### src/sv/gfau_pkg.sv
`timescale 1ns / 1ps
// ----------------------------------------------------------------------------
// gfau_pkg
// Types and constants shared by the GF(2^8) arithmetic unit.
// ----------------------------------------------------------------------------
package gfau_pkg;

  localparam int CELLS = 8;

  localparam logic [8:0] POLY_RESET = 9'h11B;

  localparam logic [1:0] CMD_ADD = 2'd0;
  localparam logic [1:0] CMD_MUL = 2'd1;
  localparam logic [1:0] CMD_INV = 2'd2;

  // Passes through the cell chain for one multiply and one inverse.
  localparam logic [3:0] MUL_PASSES = 4'd1;
  localparam logic [3:0] INV_PASSES = 4'd8;

  // One shift-and-add multiply in flight: partial sum, shifted
  // multiplicand and the multiplier bits not yet consumed.
  typedef struct packed {
    logic [7:0] acc;
    logic [7:0] m;
    logic [7:0] b;
  } lane_t;

endpackage

### src/sv/gf256_arithmetic_unit.sv
`timescale 1ns / 1ps
// ----------------------------------------------------------------------------
// gf256_arithmetic_unit
// GF(2^8) add, multiply and invert with a programmable field polynomial.
// ----------------------------------------------------------------------------
// Usage:
//   in_*   : one request per handshake; in_tuser holds the command, in_tdata
//            holds operand_a (bits 7:0) and operand_b (bits 15:8).
//   out_*  : one result byte per request, in request order.
//   cfg_*  : write of the 9-bit field polynomial; always ready. Write only
//            while no request is outstanding.
// One request is worked on at a time. Add and unused commands are settled
// on accept; multiply and invert first run through the cell chain. Multiply is
// one pass through the 8-cell shift-and-add chain; invert is 8 passes,
// squaring and accumulating a^254 in two lanes side by side.
// The next request is taken as soon as the previous result has moved into
// the output register, even if that result is still waiting there.
// Reset restores the polynomial to 0x11B and empties the output register.
// While out_tready is low a finished result is held, and a request already
// accepted waits after its computation until the output register frees up.
// ----------------------------------------------------------------------------
module gf256_arithmetic_unit (
  input  logic        clk,
  input  logic        rst_n,
  input  logic        in_tvalid,
  output logic        in_tready,
  input  logic [15:0] in_tdata,   // [7:0] operand_a, [15:8] operand_b
  input  logic [1:0]  in_tuser,   // [1:0] command
  output logic        out_tvalid,
  input  logic        out_tready,
  output logic [7:0]  out_tdata,  // [7:0] result
  input  logic        cfg_valid,
  output logic        cfg_ready,
  input  logic [8:0]  cfg_data    // [8:0] field_polynomial
);

  localparam logic [1:0] ST_IDLE = 2'd0;
  localparam logic [1:0] ST_RUN  = 2'd1;
  localparam logic [1:0] ST_HOLD = 2'd2;

  logic [1:0] state_r, state_nxt;
  logic [8:0] poly_r;
  logic [2:0] cnt_r, cnt_nxt;
  logic [3:0] pass_r, pass_nxt;
  logic [1:0] cmd_r, cmd_nxt;
  logic [7:0] a_r, a_nxt;
  logic [7:0] b_r, b_nxt;
  logic [7:0] res_r, res_nxt;
  logic       out_valid_r, out_valid_nxt;
  logic [7:0] out_data_r, out_data_nxt;

  gfau_pkg::lane_t sq_in, sq_out, acc_in, acc_out;

  logic       in_fire;
  logic       out_free;
  logic [3:0] last_pass;
  logic       run_done;

  assign in_tready = (state_r == ST_IDLE);
  assign in_fire   = in_tvalid && in_tready;
  assign out_free  = !out_valid_r || out_tready;
  assign cfg_ready = 1'b1;

  assign last_pass = (cmd_r == gfau_pkg::CMD_MUL) ? gfau_pkg::MUL_PASSES
                                                  : gfau_pkg::INV_PASSES;
  assign run_done  = (state_r == ST_RUN) && (cnt_r == 3'd0) && (pass_r == last_pass);

  // First pass takes the operands; later passes feed back the chain outputs.
  always_comb begin
    if (pass_r == 4'd0) begin
      sq_in.acc  = 8'h00;
      sq_in.m    = a_r;
      sq_in.b    = (cmd_r == gfau_pkg::CMD_MUL) ? b_r : a_r;
      acc_in.acc = 8'h00;
      acc_in.m   = 8'h01;
      acc_in.b   = 8'h01;
    end else begin
      sq_in.acc  = 8'h00;
      sq_in.m    = sq_out.acc;
      sq_in.b    = sq_out.acc;
      acc_in.acc = 8'h00;
      acc_in.m   = acc_out.acc;
      acc_in.b   = sq_out.acc;
    end
  end

  gfau_chain u_sq_chain (
    .clk    (clk),
    .red    (poly_r[7:0]),
    .lane_i (sq_in),
    .lane_o (sq_out)
  );

  gfau_chain u_acc_chain (
    .clk    (clk),
    .red    (poly_r[7:0]),
    .lane_i (acc_in),
    .lane_o (acc_out)
  );

  always_comb begin
    state_nxt     = state_r;
    cnt_nxt       = cnt_r;
    pass_nxt      = pass_r;
    cmd_nxt       = cmd_r;
    a_nxt         = a_r;
    b_nxt         = b_r;
    res_nxt       = res_r;
    out_valid_nxt = out_valid_r;
    out_data_nxt  = out_data_r;

    if (out_valid_r && out_tready) begin
      out_valid_nxt = 1'b0;
    end

    case (state_r)
      ST_IDLE: begin
        if (in_fire) begin
          cmd_nxt  = in_tuser;
          a_nxt    = in_tdata[7:0];
          b_nxt    = in_tdata[15:8];
          cnt_nxt  = 3'd0;
          pass_nxt = 4'd0;
          if (in_tuser inside {gfau_pkg::CMD_MUL, gfau_pkg::CMD_INV}) begin
            state_nxt = ST_RUN;
          end else begin
            res_nxt   = (in_tuser == gfau_pkg::CMD_ADD) ? (in_tdata[7:0] ^ in_tdata[15:8])
                                                        : 8'h00;
            state_nxt = ST_HOLD;
          end
        end
      end
      ST_RUN: begin
        if (run_done) begin
          res_nxt   = (cmd_r == gfau_pkg::CMD_MUL) ? sq_out.acc : acc_out.acc;
          state_nxt = ST_HOLD;
        end else begin
          cnt_nxt = cnt_r + 3'd1;
          if (cnt_r == 3'd7) begin
            pass_nxt = pass_r + 4'd1;
          end
        end
      end
      ST_HOLD: begin
        // wait for the output register to drain
        if (out_free) begin
          out_valid_nxt = 1'b1;
          out_data_nxt  = res_r;
          state_nxt     = ST_IDLE;
        end
      end
      default: begin
        state_nxt = ST_IDLE;
      end
    endcase
  end

  always_ff @(posedge clk) begin
    if (!rst_n) begin
      state_r     <= ST_IDLE;
      poly_r      <= gfau_pkg::POLY_RESET;
      cnt_r       <= 3'd0;
      pass_r      <= 4'd0;
      out_valid_r <= 1'b0;
    end else begin
      state_r     <= state_nxt;
      cnt_r       <= cnt_nxt;
      pass_r      <= pass_nxt;
      out_valid_r <= out_valid_nxt;
      if (cfg_valid && cfg_ready) begin
        poly_r <= cfg_data;
      end
    end
  end

  always_ff @(posedge clk) begin
    cmd_r      <= cmd_nxt;
    a_r        <= a_nxt;
    b_r        <= b_nxt;
    res_r      <= res_nxt;
    out_data_r <= out_data_nxt;
  end

  assign out_tvalid = out_valid_r;
  assign out_tdata  = out_data_r;

endmodule

### src/sv/gfau_cell.sv
`timescale 1ns / 1ps
// ----------------------------------------------------------------------------
// gfau_cell
// One shift-and-add step: add the multiplicand on the low multiplier bit,
// double and reduce the multiplicand, shift the multiplier down.
// ----------------------------------------------------------------------------
module gfau_cell (
  input  logic              clk,
  input  logic [7:0]        red,
  input  gfau_pkg::lane_t   lane_i,
  output gfau_pkg::lane_t   lane_o
);

  gfau_pkg::lane_t lane_r;
  gfau_pkg::lane_t lane_nxt;

  always_comb begin
    lane_nxt.acc = lane_i.acc ^ (lane_i.b[0] ? lane_i.m : 8'h00);
    // bit 8 drops out; fold it back with the low polynomial bits
    lane_nxt.m   = {lane_i.m[6:0], 1'b0} ^ (lane_i.m[7] ? red : 8'h00);
    lane_nxt.b   = {1'b0, lane_i.b[7:1]};
  end

  always_ff @(posedge clk) begin
    lane_r <= lane_nxt;
  end

  assign lane_o = lane_r;

endmodule

### src/sv/gfau_chain.sv
`timescale 1ns / 1ps
// ----------------------------------------------------------------------------
// gfau_chain
// Row of multiply cells, each with its own output register; a product leaves
// the last cell after passing through the register of every cell.
// ----------------------------------------------------------------------------
module gfau_chain (
  input  logic              clk,
  input  logic [7:0]        red,
  input  gfau_pkg::lane_t   lane_i,
  output gfau_pkg::lane_t   lane_o
);

  gfau_pkg::lane_t stage [gfau_pkg::CELLS+1];

  assign stage[0] = lane_i;

  for (genvar i = 0; i < gfau_pkg::CELLS; i++) begin : g_cell
    gfau_cell u_cell (
      .clk    (clk),
      .red    (red),
      .lane_i (stage[i]),
      .lane_o (stage[i+1])
    );
  end

  assign lane_o = stage[gfau_pkg::CELLS];

endmodule

### config.mk
export PLATFORM = sky130hd
export DESIGN_NAME = gf256_arithmetic_unit
export DESIGN_NICKNAME = d
export VERILOG_FILES = /design/src/sv/gfau_pkg.sv /design/src/sv/gf256_arithmetic_unit.sv /design/src/sv/gfau_cell.sv /design/src/sv/gfau_chain.sv
export SDC_FILE = /design/constraint.sdc
export NUM_CORES = 1
export LEC_CHECK = 0
export BUFFER_PORTS_ARGS = -buffer_cell sky130_fd_sc_hd__buf_4
export CAP_MARGIN = 20
export CORE_ASPECT_RATIO = 0.6
export CORE_MARGIN = 2
export CORE_UTILIZATION = 35
export DETAILED_ROUTE_END_ITERATION = 6
export PLACE_DENSITY = 0.55
export SYNTH_ARGS = -nofsm -noshare
export SYNTH_HDL_FRONTEND = slang
export SYNTH_SLANG_ARGS = --single-unit
### constraint.sdc
create_clock -name clk -period 2.5 [get_ports clk]
set_input_delay 0.25 -clock clk [delete_from_list [all_inputs] [get_ports clk]]
set_output_delay 0.25 -clock clk [all_outputs]
set_load 0.1 [all_outputs]
==> impl_results.md, run 1 <==
* Status: completed
* Combinational share of power at 0.114
* Iteration-0 DRC Markers at 527
* TritonCTS clock tree: yes
* Synth async-reset ratio at 0
* Final HPWL DP at 17300 um
* Req. time, crit path at 2.71 ns
* Hold WC Path Type: in2reg
* Fmax at 0.514 GHz
* Clock Sinks at 348
* Detailed Routing Iterations Pass 1 at 4
* Int Pwr at 10.2 mW
* Post-DRT Antenna Nets at 0
* Avg WL per Cell at 16.5 um
* Area grow syn2layout at 17.3%
* R2R depth at 5
* All-Layer GR Usage at 0.151
* Final Hold Fails at 0
* Worst Max-Slew Pin Slew at 0.941 ns
* Fin Hold WS at 0.0342 ns
* Post-synth EDFFs at 34
* Clock skew at 0.0104 ns
* Register Area at 0.00731 sq mm
* Leakage at 5.09 nW
* Die area at 0.0344 sq mm
* Period utilization at 0.777
* Sequential Power Share at 0.532
* Maximum vdd ir drop at 479 uV
* CTS clk-pin slew, worst paths at 0.07 ns
* Worst r2r src: cnt_r[0]$_SDFFE_PN0P_
* Startpoint class of the critical path: flip-flop
* YS warnings at 0
* Post-synthesis cell type count at 42
* Port bufs at 40
* Switch Pwr at 3.51 mW
* Routability cong. at 0.791
* Vert. Die Dim at 145 um
* Max-slew violation count at 0
* Number of global-route vias before repair at 6619
* Max Cap Violations at 0
* CP max FO at 8
* Grt ovf at 0
* Initial antenna violation count at 1
* Root Driver: clkbuf_16
* H-tree levels at 1
* Nets@finish at 1120
* Total power at 13.7 mW
* Top_reg_cell synth: dfxtp_1
* Cell-by-cell trace of the critical path: inv_1 > ha_1 > or4b_4 > o21ai_4 > and2_1
* Row Count at 51
* Final setup vio count at 0
* Seq cells post-synth at 348
* DR vias at 6703
* CTS buffer count at 30
* Clk pwr share at 0.354
* Multi-input gate area at 0.00395 sq mm
* Net Count, Synth at 1064
* Routed WL at 25100 um
* Switch share at 0.256
* Critical Path AT at 2.16 ns
* Hold worst-path end: poly_r[1]$_SDFFE_PN1P_
* Post-Synthesis Cells at 1026
* DRC Markers at 0
* Fillcell total at 3111
* Slew headroom at 0.372
* Vias per cell at 4.39
* Clock Tree Buf Depth at 3
* Slowest stage delay, CP at 0.49 ns
* Ant diodes at 0
* Die X at 238 um
* Worst-Skew Late Latency at 0.56 ns
* Synthesized cell area at 0.0115 sq mm
* Critical hold path startpoint: rst_n
* Setup TNS at 0 ns
* Hold Path Depth at 2
* FF-to-FF End: res_r[2]$_DFFE_PP_
* Post-synthesis sequential area ratio at 0.634
* RSZ-0062 raised after global routing: no
* Setup slack on the worst flop-to-flop path at 0.56 ns
* Largest net degree at the start of global routing at 34
* Starting Density at 0.356
* First-pass GRT wire length at 39200 um
* Share of layout cells above drive strength 1 at 0.0926
* CP Class: reg2reg
* Critical path endpoint category: flip-flop
* Core Box Area at 0.0324 sq mm
* Cell Pwr Density at 1020 mW/mm^2
* Synthesized area per cell at 11.2 sq um
* Critical path's slowest cell: or4b_4
* Crit path time final at 1.94 ns
* Top-level port count at 43
## registers in the layout (all words and copies together), names as in the netlist, 3 cells and up
name and cells:
cnt_r 3, u_acc_chain.g_cell.u_cell.lane_o 148, u_sq_chain.g_cell.u_cell.lane_o 148, pass_r 4, poly_r 8, out_tdata 8
res_r 8, a_r 8, b_r 8
## area by class of cell
class | count | share of cell area
tap | 424 | 0.0392
timing repair buffer | 77 | 0.0479
inverter | 16 | 0.00444
sequential | 348 | 0.540
clock buffer | 43 | 0.0645
clock inverter | 9 | 0.0114
multi-input combinational | 609 | 0.292
## synth_stat cells (2+ instances only)
cell type    n  area share
dfxtp_1    314        0.55
nand2_1    223       0.073
xnor2_1    204        0.16
clkbuf_1    46       0.015
edfxtp_1    34       0.089
mux2i_1     25       0.022
nor2_1      22      0.0072
and2_1      19       0.010
inv_1       16      0.0052
a21oi_1     10      0.0043
and3_1      10      0.0054
o22ai_1     10      0.0054
nor2b_1      8      0.0043
a32oi_1      7      0.0053
nand2b_1     7      0.0038
nand3_1      7      0.0030
o32ai_1      7      0.0053
a211oi_1     6      0.0039
ha_1         6      0.0065
o21bai_1     6      0.0039
xor2_1       6      0.0046
buf_2        5      0.0022
o21ai_0      4      0.0017
a21boi_0     3      0.0020
a21o_1       2      0.0013
nor3b_1      2      0.0013
o211ai_1     2      0.0013
## cells in the final DEF, fill, tap and decap left out, types with 2 or more instances in the layout
cell,count
dfxtp_1,314
nand2_1,223
xnor2_1,204
buf_4,49
edfxtp_1,34
clkbuf_16,32
dlygate4sd3_1,28
mux2i_1,25
nor2_1,21
and2_1,19
inv_1,16
o22ai_1,10
a21oi_1,10
and3_1,10
clkbuf_1,8
nand2b_1,7
a32oi_1,7
o32ai_1,7
nor2b_1,7
nand3_1,7
o21bai_1,6
a211oi_1,6
xor2_1,6
ha_1,6
o21ai_0,4
bufinv_16,4
a21boi_0,3
clkbuf_8,3
a21o_1,2
o211ai_1,2
clkinv_2,2
## power by group through the flow
stage                     clock [mW]  combinational (mW)  sequential [mW]
after floorplan                    0                1.24             7.10
after global placement             0                1.53             7.41
after detailed placement           0                1.54             7.42
after CTS                       4.98                1.59             7.30
after global routing            5.22                1.72             7.40
final                           4.86                1.57             7.30
## worst max path at each step
stage,from,endpoint,cells after the start
final,cnt_r[0]$_SDFFE_PN0P_,res_r[2]$_DFFE_PP_,5
after global routing,cnt_r[0]$_SDFFE_PN0P_,res_r[3]$_DFFE_PP_,5
after CTS,cnt_r[0]$_SDFFE_PN0P_,res_r[1]$_DFFE_PP_,5
after detailed placement,cnt_r[0]$_SDFFE_PN0P_,res_r[0]$_DFFE_PP_,5
after global placement,cnt_r[0]$_SDFFE_PN0P_,res_r[2]$_DFFE_PP_,5
after floorplan,state_r[0]$_SDFFE_PN0P_,a_r[0]$_DFFE_PP_,4
## worst max-delay path: cells and delay by family (launching register included)
family | cells | cell delay, ns
adder cells (fa/ha/maj) | 1 | 0.13
flip-flops | 1 | 0.34
AO/OA/AOI/OAI | 1 | 0.17
buffers and inverters | 1 | 0.08
AND/OR/NAND/NOR | 2 | 0.88
## logic make-up (layout without fill, tap and decap cells)
kind of cell             count (synthesis)  after routing  share of synthesized area
flip-flops                             348            348                      0.634
AND/OR/NAND/NOR                        303            303                      0.113
XOR/XNOR                               210            210                      0.160
buffers and inverters                   69            145                     0.0240
AO/OA/AOI/OAI                           64             64                     0.0414
multiplexers                            25             25                     0.0217
adder cells (fa/ha/maj)                  6              6                    0.00651
other                                    1              1                   0.000325
## through the flow
stage | cells | instance area [sq um] | worst slack, ns | util
3_3_place_gp | 1446 | 12200 | 0.569 | 0.377
2_1_floorplan | 1026 | 11500 | 0.127 | -
3_5_place_dp | 1446 | 12200 | 0.566 | 0.377
6_report | 1526 | 13500 | 0.556 | 0.417
4_1_cts | 1526 | 13500 | 0.546 | 0.417
5_1_grt | 1526 | 13500 | 0.437 | 0.417
## repair_timing
action / CTS / global route
resized for setup: 0 / 0
setup buffers: 0 / 0
hold endpoints to repair: 27 / 0
hold buffers: 28 / 0
## layer usage
layer  vias up  wire [um]  global-route usage
li1       3377          -                   -
met1      3183      13800               0.233
met2       111       9830               0.214
met3        32       1210              0.0323
met4         0        304              0.0286
met5         -          0                   0
Note: power is estimated with default switching activity, not from simulation.
==> run 2, diff against run 1 <==
- PLACE_DENSITY: 0.55 -> 0.57
- clock period: 2.5 -> 1.75 ns (I/O delays scaled with it)
==> run 2 against run 1 <==
- sequential power is 42% higher
- fmax rose by 14%
- first-iteration DRC count is 5.1% lower
- combinational power up 46%
- sequential cell count unchanged
- register-to-register slack got worse by 0.51 ns
- design area up 1.5%
- via count rose by 1.5%
- critical endpoint is now res_r[4]$_DFFE_PP_
- largest cell class unchanged
==> impl_results.md, run 2 (same netlist as run 1, synthesis figures left out) <==
* Status: completed
* Leakage at 5.19 nW (+2.0%)
* All-Layer GR Usage at 0.153 (+0.00174)
* H-tree levels at 1 (unchanged)
* Post-Route M1 WL at 14200 um (+3.3%)
* Vert. Die Dim at 145 um (unchanged)
* Metal2 WL at 9330 um (-5.1%)
* Crit path time final at 1.70 ns (-0.241 ns)
* Total power at 19.3 mW (+40%)
* Share of layout cells above drive strength 1 at 0.119 (+0.0268)
* Startpoint class of the critical path: flip-flop
* Fmax at 0.587 GHz (+14%)
* Cell Pwr Density at 1400 mW/mm^2 (+38%)
* Root Driver: clkbuf_16
* Routed WL at 25600 um (+1.8%)
* Final HPWL DP at 18100 um (+4.5%)
* Max-slew violation count at 0 (unchanged)
* Clock Tree Buf Depth at 3 (unchanged)
* Slew headroom at 0.613 (+0.242)
* Critical Path AT at 1.98 ns (-0.18 ns)
* Routability cong. at 0.822 (+3.9%)
* Period utilization at 0.973 (+0.196)
* Nets@finish at 1141 (+1.9%)
* TritonCTS clock tree: yes
* Switch Pwr at 4.94 mW (+41%)
* Detailed Routing Iterations Pass 1 at 5 (+1)
* Top-level port count at 43 (unchanged)
* Max Cap Violations at 0 (unchanged)
* Post-DRT Antenna Nets at 0 (unchanged)
* Maximum vdd ir drop at 754 uV (+57%)
* CTS buffer count at 29 (-3.3%)
* Fin util at 0.423 (+0.00614)
* Worst Max-Slew Pin Slew at 0.579 ns (-0.362 ns)
* Initial antenna violation count at 2 (+1)
* CP Class: reg2reg
* Int Pwr at 14.3 mW (+40%)
* Core Box Area at 0.0324 sq mm (unchanged)
* Critical path endpoint category: flip-flop
* Combinational share of power at 0.120 (+0.006)
* Setup slack on the worst flop-to-flop path at 0.05 ns (-0.51 ns)
* Grt ovf at 0 (unchanged)
* CTS clk-pin slew, worst paths at 0.07 ns (about the same)
* Avg WL per Cell at 16.5 um (+0.44%)
* Die X at 238 um (unchanged)
* Worst-Skew Late Latency at 0.57 ns (about the same)
* Switch share at 0.256 (+0.000742)
* Port bufs at 40 (unchanged)
* Placed Instances at 1458 (+0.83%)
* Layout Cells excl Fill at 1547 (+1.4%)
* Final Hold Fails at 0 (unchanged)
* Area grow syn2layout at 19.1%
* Fillcell total at 3074 (-1.2%)
* Die area at 0.0344 sq mm (unchanged)
* Most frequent cells in the layout: dfxtp_1 (313), nand2_1 (222), xnor2_1 (204)
* Starting Density at 0.356 (unchanged)
* Req. time, crit path at 2.02 ns (-0.69 ns)
* Max layer used: met4
* Clock Sinks at 348 (unchanged)
* DR WL met3 at 1690 um (+40%)
* Clk pwr share at 0.340 (-0.014)
* Largest net degree at the start of global routing at 25 (-26%)
* DR vias at 6801 (+1.5%)
* DRC Markers at 0 (unchanged)
* Iteration-0 DRC Markers at 500 (-5.1%)
* Hold WC Path Type: in2reg
* Row Count at 51 (unchanged)
* CP max FO at 10 (+2)
* Sequential Power Share at 0.540 (+0.008)
* Clock skew at 0.0268 ns (+0.0164 ns)
* First-pass GRT wire length at 39400 um (+0.55%)
* Final setup vio count at 0 (unchanged)
* RSZ-0062 raised after global routing: yes
* Number of global-route vias before repair at 6614 (-0.076%)
* Commonest non-fill, non-tap cell in the layout: dfxtp_1
* Ant diodes at 0 (unchanged)
* Vias per cell at 4.40 (about the same)
run 2: cell types whose count changed in the layout (fill, tap and decap cells not counted), moves of 2 or more:
cell           before  now
clkbuf_1            8    5
clkbuf_16          32   30
bufinv_16           4    2
a21oi_1            10    5
or3b_4              1    3
clkinv_2            2    6
buf_4              49   63
dlygate4sd3_1      28   32
a21oi_2             1    6
clkbuf_8            3    7
run 2: metrics by stage:
step / TNS [ns] / cell area, sq um / setup slack (ns) / hold WS [ns]
finish: 0 / 13700 / 0.0469 / 0.0407
global route: -0.0319 / 13700 / -0.0252 / 0.0443
CTS: 0 / 13600 / 0.0158 / 0.0190
detailed placement: -0.0202 / 12300 / -0.0202 / 0.312
global placement: 0 / 12300 / 0.0308 / 0.311
floorplan: 0 / 11500 / 0.0183 / 0.274
run 2: power by group through the flow:
stage | logic (mW) | clock network (mW) | registers (mW)
floorplan | 1.79 | 0 | 10.1
global placement | 2.21 | 0 | 10.6
detailed placement | 2.24 | 0 | 10.6
CTS | 2.30 | 6.69 | 10.4
global route | 2.54 | 7.04 | 10.5
finish | 2.30 | 6.55 | 10.4
run 2: layer usage:
layer / track usage / up-vias
li1: - / 3421
met1: 0.245 / 3213
met2: 0.199 / 141
met3: 0.0405 / 26
met4: 0.0273 / 0
met5: 0 / -
run 2: worst paths after layout:
path                            cells after the start                                             end                                      startpoint
worst max register to register                      3                              res_r[4]$_DFFE_PP_                          pass_r[2]$_SDFFE_PN0P_
worst max-delay path                                3                              res_r[4]$_DFFE_PP_                          pass_r[2]$_SDFFE_PN0P_
worst min-delay path                                3                          poly_r[7]$_SDFFE_PN0P_                                       cfg_valid
worst min register to register                      0  u_acc_chain.g_cell[4].u_cell.lane_o[0]$_DFF_P_  u_acc_chain.g_cell[3].u_cell.lane_o[1]$_DFF_P_
run 2: repair_timing:
| action | CTS | global route |
|---|---|---|
| pin swaps | 0 | 1 |
| cloned | 2 | 1 |
| hold buffers | 32 | 0 |
| setup buffers | 0 | 3 |
| hold endpoints to repair | 34 | 0 |
| gates resized for setup | 3 | 9 |
| setup endpoints to repair | 1 | 14 |
run 2: final cells by class:
type                    instances  area, sq um  area share
repair buffers                 96          813      0.0593
flip-flops and latches        348         7310       0.533
clock buffers                  42          866      0.0631
well taps                     424          531      0.0387
multi-input cells             612         4040       0.295
clock inverters                 9         98.8     0.00720
inverters                      16         63.8     0.00465
run 2: worst max-delay path, cell delays in order (launching register included):
cell and delay [ns]:
dfxtp_1 0.44, or4b_4 0.61, o21ai_4 0.14, and2_4 0.22
